File: src/hdl/xpfc_pkg.sv
// ----------------------------------------------------------------------------
// xpfc_pkg
// Shared types and constants of the packet frame checker.
// ----------------------------------------------------------------------------
package xpfc_pkg;

    localparam int BYTE_W    = 8;
    localparam int STATUS_W  = 3;
    localparam int CFG_IDX_W = 1;

    localparam logic [CFG_IDX_W-1:0] REG_HEADER_VALUE = 1'd0;
    localparam logic [CFG_IDX_W-1:0] REG_MAX_PAYLOAD  = 1'd1;

    localparam logic [BYTE_W-1:0] HEADER_RESET      = 8'd170;
    localparam logic [BYTE_W-1:0] MAX_PAYLOAD_RESET = 8'd32;

    localparam logic [BYTE_W-1:0] MIN_FRAME_BYTES = 8'd4;
    localparam logic [BYTE_W-1:0] PAYLOAD_START   = 8'd3;
    localparam logic [BYTE_W-1:0] POS_SATURATED   = 8'd255;

    localparam logic [STATUS_W-1:0] ST_OK        = 3'd0;
    localparam logic [STATUS_W-1:0] ST_SHORT     = 3'd1;
    localparam logic [STATUS_W-1:0] ST_BAD_HDR   = 3'd2;
    localparam logic [STATUS_W-1:0] ST_LEN_LARGE = 3'd3;
    localparam logic [STATUS_W-1:0] ST_TRUNC     = 3'd4;
    localparam logic [STATUS_W-1:0] ST_CSUM      = 3'd5;

    localparam logic KIND_PAYLOAD = 1'b0;
    localparam logic KIND_VERDICT = 1'b1;

    typedef struct packed {
        logic                valid;
        logic                kind;
        logic [BYTE_W-1:0]   data;
        logic [BYTE_W-1:0]   payload_index;
        logic [BYTE_W-1:0]   command;
        logic [BYTE_W-1:0]   payload_length;
        logic [STATUS_W-1:0] status;
        logic                packet_ok;
    } result_t;

endpackage

File: src/hdl/xpfc_frame_parser.sv
// ----------------------------------------------------------------------------
// xpfc_frame_parser
// Per-buffer frame state and the result logic for one received byte.
// ----------------------------------------------------------------------------
module xpfc_frame_parser
(
    input  logic                      clk,
    input  logic                      rst_n,
    input  logic                      step,
    input  logic [xpfc_pkg::BYTE_W-1:0] rx_byte,
    input  logic                      end_of_buffer,
    input  logic [xpfc_pkg::BYTE_W-1:0] header_value,
    input  logic [xpfc_pkg::BYTE_W-1:0] max_payload,
    output xpfc_pkg::result_t         result
);

    logic [xpfc_pkg::BYTE_W-1:0] pos_reg, pos_next;
    logic                        hdr_ok_reg, hdr_ok_next;
    logic [xpfc_pkg::BYTE_W-1:0] cmd_reg, cmd_next;
    logic [xpfc_pkg::BYTE_W-1:0] len_reg, len_next;
    logic [xpfc_pkg::BYTE_W-1:0] xor_reg, xor_next;
    logic [xpfc_pkg::BYTE_W-1:0] csum_reg, csum_next;

    logic [xpfc_pkg::BYTE_W:0]   csum_pos;
    logic [xpfc_pkg::BYTE_W:0]   need_count;
    logic                        emit_payload;
    logic [xpfc_pkg::STATUS_W-1:0] status;

    assign csum_pos   = {1'b0, len_reg} + {1'b0, xpfc_pkg::PAYLOAD_START};
    assign need_count = {1'b0, len_next} + {1'b0, xpfc_pkg::MIN_FRAME_BYTES};

    always_comb
    begin
        pos_next     = pos_reg;
        hdr_ok_next  = hdr_ok_reg;
        cmd_next     = cmd_reg;
        len_next     = len_reg;
        xor_next     = xor_reg;
        csum_next    = csum_reg;
        emit_payload = 1'b0;
        if (pos_reg != xpfc_pkg::POS_SATURATED)
        begin
            if (pos_reg == 8'd0)
            begin
                hdr_ok_next = (rx_byte == header_value);
            end
            else if (pos_reg == 8'd1)
            begin
                cmd_next = rx_byte;
                xor_next = rx_byte;
            end
            else if (pos_reg == 8'd2)
            begin
                len_next = rx_byte;
                xor_next = xor_reg ^ rx_byte;
            end
            else if ({1'b0, pos_reg} < csum_pos)
            begin
                xor_next     = xor_reg ^ rx_byte;
                emit_payload = hdr_ok_reg && (len_reg <= max_payload);
            end
            else if ({1'b0, pos_reg} == csum_pos)
            begin
                csum_next = rx_byte;
            end
            pos_next = pos_reg + 8'd1;
        end
    end

    always_comb
    begin
        if (pos_next < xpfc_pkg::MIN_FRAME_BYTES)
            status = xpfc_pkg::ST_SHORT;
        else if (!hdr_ok_next)
            status = xpfc_pkg::ST_BAD_HDR;
        else if (len_next > max_payload)
            status = xpfc_pkg::ST_LEN_LARGE;
        else if ({1'b0, pos_next} < need_count)
            status = xpfc_pkg::ST_TRUNC;
        else if (csum_next != xor_next)
            status = xpfc_pkg::ST_CSUM;
        else
            status = xpfc_pkg::ST_OK;
    end

    always_comb
    begin
        result.valid          = step && (end_of_buffer || emit_payload);
        result.command        = cmd_next;
        result.payload_length = len_next;
        if (end_of_buffer)
        begin
            result.kind          = xpfc_pkg::KIND_VERDICT;
            result.data          = csum_next;
            result.payload_index = '0;
            result.status        = status;
            result.packet_ok     = (status == xpfc_pkg::ST_OK);
        end
        else
        begin
            result.kind          = xpfc_pkg::KIND_PAYLOAD;
            result.data          = rx_byte;
            result.payload_index = pos_reg - xpfc_pkg::PAYLOAD_START;
            result.status        = xpfc_pkg::ST_OK;
            result.packet_ok     = 1'b0;
        end
    end

    always_ff @(posedge clk or negedge rst_n)
    begin
        if (!rst_n)
        begin
            pos_reg    <= '0;
            hdr_ok_reg <= 1'b0;
            cmd_reg    <= '0;
            len_reg    <= '0;
            xor_reg    <= '0;
            csum_reg   <= '0;
        end
        else if (step)
        begin
            if (end_of_buffer)
            begin
                pos_reg    <= '0;
                hdr_ok_reg <= 1'b0;
                cmd_reg    <= '0;
                len_reg    <= '0;
                xor_reg    <= '0;
                csum_reg   <= '0;
            end
            else
            begin
                pos_reg    <= pos_next;
                hdr_ok_reg <= hdr_ok_next;
                cmd_reg    <= cmd_next;
                len_reg    <= len_next;
                xor_reg    <= xor_next;
                csum_reg   <= csum_next;
            end
        end
    end

endmodule
File: config.mk
export PLATFORM = sky130hd
export DESIGN_NAME = xpfc_frame_parser
export DESIGN_NICKNAME = d
export VERILOG_FILES = /design/src/hdl/xpfc_pkg.sv /design/src/hdl/xpfc_frame_parser.sv
export SDC_FILE = /design/constraint.sdc
export NUM_CORES = 1
export LEC_CHECK = 0
export ABC_AREA = 1
export CAP_MARGIN = 20
export CORE_MARGIN = 3
export CORE_UTILIZATION = 55
export CTS_BUF_LIST = sky130_fd_sc_hd__clkbuf_8
export CTS_CLUSTER_DIAMETER = 100
export DETAILED_ROUTE_END_ITERATION = 8
export DONT_BUFFER_PORTS = 1
export PLACE_DENSITY = 0.75
export SETUP_SLACK_MARGIN = 0.05
export SYNTH_ARGS = -nofsm -noshare
export SYNTH_HDL_FRONTEND = slang
export SYNTH_SLANG_ARGS = --single-unit
export TNS_END_PERCENT = 100
File: constraint.sdc
create_clock -name clk -period 3.4 [get_ports clk]
set_input_delay 0.34 -clock clk [delete_from_list [all_inputs] [get_ports clk]]
set_output_delay 0.34 -clock clk [all_outputs]
set_load 0.005 [all_outputs]
## Word-level counts from Yosys, hierarchy flattened

Cells that the tools add are included.

| word-level totals | value |
|---|---|
| input port bits | 28 |
| output and inout bits | 38 |
| logic and storage cells | 66 |
| register bits | 41 |

| operators by class | value |
|---|---|
| bitwise operators | 1 |
| reduce and logical (&&, ||, !) cells | 5 |
| eq/ne operators | 6 |
| muxes and demuxes | 39 |
| add/subtract/negate cells | 4 |
| magnitude comparators | 5 |

Operator list:

| kind | number |
|---|---|
| $mux 8 | 24 |
| $lt 8x9->1 | 2 |
| $mux 17 | 1 |
| $mux 3 | 5 |
| $add 8x2->9 const B | 1 |
| $add 8x3->9 const B | 1 |
| $eq 8x9->1 | 1 |
| $add 8x1->8 const B | 1 |
| $eq 8x1->1 const B | 1 |
| $eq 8x2->1 const B | 1 |
| $eq 8x8->1 | 1 |
| $gt 8x8->1 | 1 |
| $le 8x8->1 | 1 |
| $logic_not 8->1 | 1 |
| $lt 8x3->1 const B | 1 |
| $mux 1 | 8 |
| $ne 8x8->1 | 1 |
| $ne 8x8->1 const B | 1 |
| $sub 8x2->8 const B | 1 |
| $xor 8x8->8 | 1 |
| $mux 4 | 1 |
| $logic_not 3->1 | 1 |
| $logic_and 1x1->1 | 2 |
| $logic_or 1x1->1 | 1 |

## Longest topological paths before layout

| depth | value |
|---|---|
| word-level depth | 16 |
| mapped depth | 29 |
| mapped depth without buffers | 28 |

## Worst setup path after synthesis

Ideal clock, no wire load.

| timing path | value |
|---|---|
| path kind | flip-flop to output port |
| start | register pos_reg[0] in the netlist's numbering |
| end | output result[0] in the netlist's numbering |
| buffers on the path | 0 |
| cell stages (with the launch flop) | 28 |
| arrival time | 3.125 ns |
| path slack | -0.065 ns |
| cells stage by stage | dfrtp_1 inv_1 ha_1 inv_1 nor2_1 nand2_4 nand2_2 inv_2 nand3_4 nand2_1 o21a_1 inv_1 ha_1 xnor2_1 ha_1 inv_1 nor3_1 a211oi_1 nand2_1 nand2_1 nand2_1 a21oi_1 nor2_1 nand2_1 nand2_1 nand2_1 nand2_1 nor2_2 |

RTL lines:

| element | line | RTL |
|---|---|---|
| from (decl) | xpfc_frame_parser.sv:17 | `logic [xpfc_pkg::BYTE_W-1:0] pos_reg, pos_next;` |
| from (signal assigned) | xpfc_frame_parser.sv:133 | `pos_reg <= pos_next;` |
| to (decl) | xpfc_frame_parser.sv:14 | `output xpfc_pkg::result_t result` |

==> tab_implementation.tex <==
\begin{tabular}{lr}
\hline
Metric & Value \\
\hline
\multicolumn{2}{l}{\textbf{Cells and area}} \\
Growth of design area from synthesis to finish & 27.8\% \\
Final standard cell count with taps included and fillers excluded & just under 800 \\
Final net count & 753 \\
Antenna diodes & 0 \\
Fraction of layout cells with a size suffix above 1 & between 20\% and 30\% \\
Total of fill cells in the finished design & $\sim$550 \\
Post-route cell area & 5290 um2 \\
\multicolumn{2}{l}{\textbf{Pwr}} \\
Maximum ir drop on the vdd rail & $\sim$0.00023 V \\
PD cells & $\sim$400 nW/um2 \\
Total Power & 2.08 mW \\
Leakage power & around 2.7 nW \\
\multicolumn{2}{l}{\textbf{Place}} \\
Final HPWL DP & 9.21 mm \\
Port bufs & 0 \\
Inst Count DP & 753 \\
Standard cell area after detailed placement & around 4700 um2 \\
RePlAce Congestion & around 0.94 \\
Post-Place Worst Slack & -160 ps \\
\multicolumn{2}{l}{\textbf{Global routing}} \\
All-layer global routing usage & 29.8\% \\
Number of antenna violations at the first check in global routing & 0 \\
First-pass GRT wire length & between 20 and 25 mm \\
Gr ovfl total & 0 \\
Maximum number of pins on one net before global-route repair & 53 \\
Via count of the first global-routing pass & about 4300 \\
\multicolumn{2}{l}{\textbf{Synthesis}} \\
Number of flip-flops and latches in the synthesized netlist & 41 \\
Synthesized instance count & between 600 and 700 \\
Cell variety after synth & 39 \\
Yosys warns & 0 \\
Number of synthesized flops with an enable pin & 0 \\
Syn avg cell area & between 6 and 7 um2 \\
Net Count, Synth & roughly 670 \\
Most common library cells after synthesis & sky130\_fd\_sc\_hd\_\_nand2\_1, sky130\_fd\_sc\_hd\_\_inv\_1, sky130\_fd\_sc\_hd\_\_dfrtp\_1 \\
Netlist area before placement & roughly 4100 um2 \\
Async S/R FF share, synth & between 90\% and 100\% \\
Cell type with the largest total area after synthesis & sky130\_fd\_sc\_hd\_\_dfrtp\_1 \\
Fraction of synthesized cell area taken by the top area cell type & between 20\% and 30\% \\
Cell with the most instances after synthesis & sky130\_fd\_sc\_hd\_\_nand2\_1 \\
Ranking of synthesized cells by area & sky130\_fd\_sc\_hd\_\_dfrtp\_1, sky130\_fd\_sc\_hd\_\_nand2\_1, sky130\_fd\_sc\_hd\_\_ha\_1 \\
Main flop type after synthesis & sky130\_fd\_sc\_hd\_\_dfrtp\_1 \\
Portion of the post-synthesis area used by sequential elements & 24.8\% \\
\multicolumn{2}{l}{\textbf{Timing}} \\
Final hold vios & 0 \\
Post-Route Skew & 10.4 ps \\
Setup slack of the critical path after layout & -444 ps \\
Worst slew pin tran & about 550 ps \\
Top achievable clock speed & 0.260 GHz \\
Setup repair after global routing missed its margin & yes \\
Post-route worst hold slack & $\sim$130 ps \\
Fin crit period & $\sim$3800 ps \\
Pins over their slew limit & 0 \\
Final period utilization & 113\% \\
Final setup violation count & 4 \\
Relative max-transition margin & 63.1\% \\
\multicolumn{2}{l}{\textbf{Setup path}} \\
Worst-path fanout max & 6 \\
Type of element launching the critical path & register \\
Top delay family on crit path & simple AND/OR/NAND/NOR gates \\
Delay of the slowest cell on the worst path & slightly above 400 ps \\
Capturing element type of the critical path & output pin \\
Critical path data arrival time & roughly 3500 ps \\
FF-to-FF Start & len\_reg[0]\$\_DFFE\_PN0P\_ \\
Startpoint-to-endpoint class of the critical path & register to output pin \\
Worst Setup SP & len\_reg[0]\$\_DFFE\_PN0P\_ \\
Slowest cell on crit path & sky130\_fd\_sc\_hd\_\_dfrtp\_1 \\
Most Frequent Cell on Critical Path & sky130\_fd\_sc\_hd\_\_nand2\_1 \\
Required @ worst endpoint & between 3000 and 4000 ps \\
Number of buffers and inverters on the critical path & 5 \\
\multicolumn{2}{l}{\textbf{CTS}} \\
Clock transition time at the flip-flop clock pins of the worst setup and hold paths & about 100 ps \\
Number of H-tree branching levels & 2 \\
TritonCTS Sinks & 41 \\
Number of buffers on the longest clock path & 2 \\
Clock latency at the later pin of the worst-skew pair & a little over 300 ps \\
CTS tree & done \\
Buffer cell driving the clock tree root & sky130\_fd\_sc\_hd\_\_clkbuf\_8 \\
CTS buffer count & 5 \\
\multicolumn{2}{l}{\textbf{Drt}} \\
Antenna violation net count after detailed routing & 0 \\
Wire length reported by the detailed router & around 13 mm \\
Vias per inst & a little under 6 \\
Number of design-rule violations left by the first detailed-router iteration & 405 \\
Remaining routing DRC violations & 0 \\
Routed length per instance & between 15 and 20 um \\
Detailed-router iteration count before antenna repair & 7 \\
Detailed-route via count & between 4000 and 5000 \\
\multicolumn{2}{l}{\textbf{Floorplan}} \\
Count of boundary I/O pins & 66 \\
Die width & roughly 93 um \\
Floorplan die height & about 90 um \\
Full die area & about 8600 um2 \\
Initial core utilization & around three fifths \\
Number of cell rows & 30 \\
Placeable core region & between 7000 and 8000 um2 \\
\multicolumn{2}{l}{\textbf{Run status}} \\
Failing checks & setup timing \\
Result of the run & finished with violations \\
\multicolumn{2}{l}{\textbf{Hold path}} \\
Start point of the worst min-delay path & step \\
Type of the worst min-delay path & primary input to register \\
\multicolumn{2}{l}{\textbf{Run}} \\
Max-capacitance violation count & 0 \\
\hline
\end{tabular}
-- layout make-up --
type	instances	area (um2)	share of cell area, %
clock inverters	3	68.8	1.30
multi-input cells	435	2850	53.8
well taps	96	120	2.27
clock buffers	5	68.8	1.30
repair buffers	90	717	13.6
flip-flops and latches	41	1030	19.5
inverters	115	437	8.26
-- through the flow --
| stage | utilization, % | TNS [ps] |
|---|---|---|
| 3_3_place_gp | 66.8 | -174 |
| 2_1_floorplan | - | 0 |
| 3_5_place_dp | 66.8 | -234 |
| 5_1_grt | 75.3 | -1940 |
| 6_report | 75.3 | -1240 |
| 4_1_cts | 71.6 | -618 |
-- worst reg2reg max path, stage by stage, from the launching register on --
cell	delay, ps
sky130_fd_sc_hd__dfrtp_1	410
sky130_fd_sc_hd__inv_2	120
sky130_fd_sc_hd__a21oi_2	80
sky130_fd_sc_hd__buf_4	130
sky130_fd_sc_hd__buf_4	120
sky130_fd_sc_hd__xor2_1	140
sky130_fd_sc_hd__ha_1	320
sky130_fd_sc_hd__nand2_2	80
sky130_fd_sc_hd__inv_1	90
sky130_fd_sc_hd__nand2_1	70
sky130_fd_sc_hd__nand2_1	80
sky130_fd_sc_hd__nand3_2	100
sky130_fd_sc_hd__nand3_4	120
sky130_fd_sc_hd__nand3_4	170
sky130_fd_sc_hd__nand3b_1	170
sky130_fd_sc_hd__nand2_1	90
sky130_fd_sc_hd__buf_4	130
sky130_fd_sc_hd__nand3_1	50
sky130_fd_sc_hd__o21ai_0	100
-- layer usage --
metal,vias up,GRT usage (%),wire length (um)
li1,2136,-,-
met1,2136,38.7,5420
met2,242,51.0,6350
met3,30,5.20,1130
met4,0,8.30,319
met5,-,0,0
-- logic make-up after synthesis --
| kind of cell | Yosys count | share of synthesized area (%) |
|---|---|---|
| AOI/OAI and AO/OA | 103 | 14.7 |
| xor gates and xnor gates | 22 | 4.66 |
| adders and majority gates | 37 | 11.2 |
| and+or+nand+nor | 272 | 32.0 |
| buffers and inverters | 134 | 12.7 |
| DFF | 41 | 24.8 |
-- final timing paths --
path                                     endpoint  slack [ps]  depth (start not counted)
hold reg to reg            cmd_reg[7]$_DFFE_PN0P_         530                          2
setup / recovery                        result[0]        -440                         25
min in group asynchronous  pos_reg[4]$_DFFE_PN0P_         490                          2
hold / removal             pos_reg[2]$_DFFE_PN0P_         130                          1
max in group asynchronous  len_reg[4]$_DFFE_PN0P_        2690                          2
setup reg to reg           xor_reg[5]$_DFFE_PN0P_         710                         18
-- layout by cell type (no fill, tap or decap), drive strengths merged, types with 12 or more instances in the layout --
cell   netlist  final
a21oi       19     19
buf          7     89
dfrtp       41     41
ha          37     37
inv        114    116
nand2      160    160
nand3       38     39
nor2        48     48
o21ai       43     43
o22ai       31     31
xor2        12     12
-- power by group --
group	leakage [nW]	internal (mW)	switching, mW
registers	0.559	0.531	0.0263
clock network	0.0687	0.296	0.210
logic	2.10	0.417	0.597
total	2.72	1.24	0.834
-- timing repair --
item / 4_1_cts / 5_1_grt
gates cloned: 1 / 0
pin swaps: 14 / 18
setup buffers: 7 / 14
gates resized for setup: 32 / 40
hold buffers: 2 / 0
endpoints found under the hold margin: 41 / 0
endpoints found under the setup margin: 7 / 8
(Power assumes the default switching activity.)
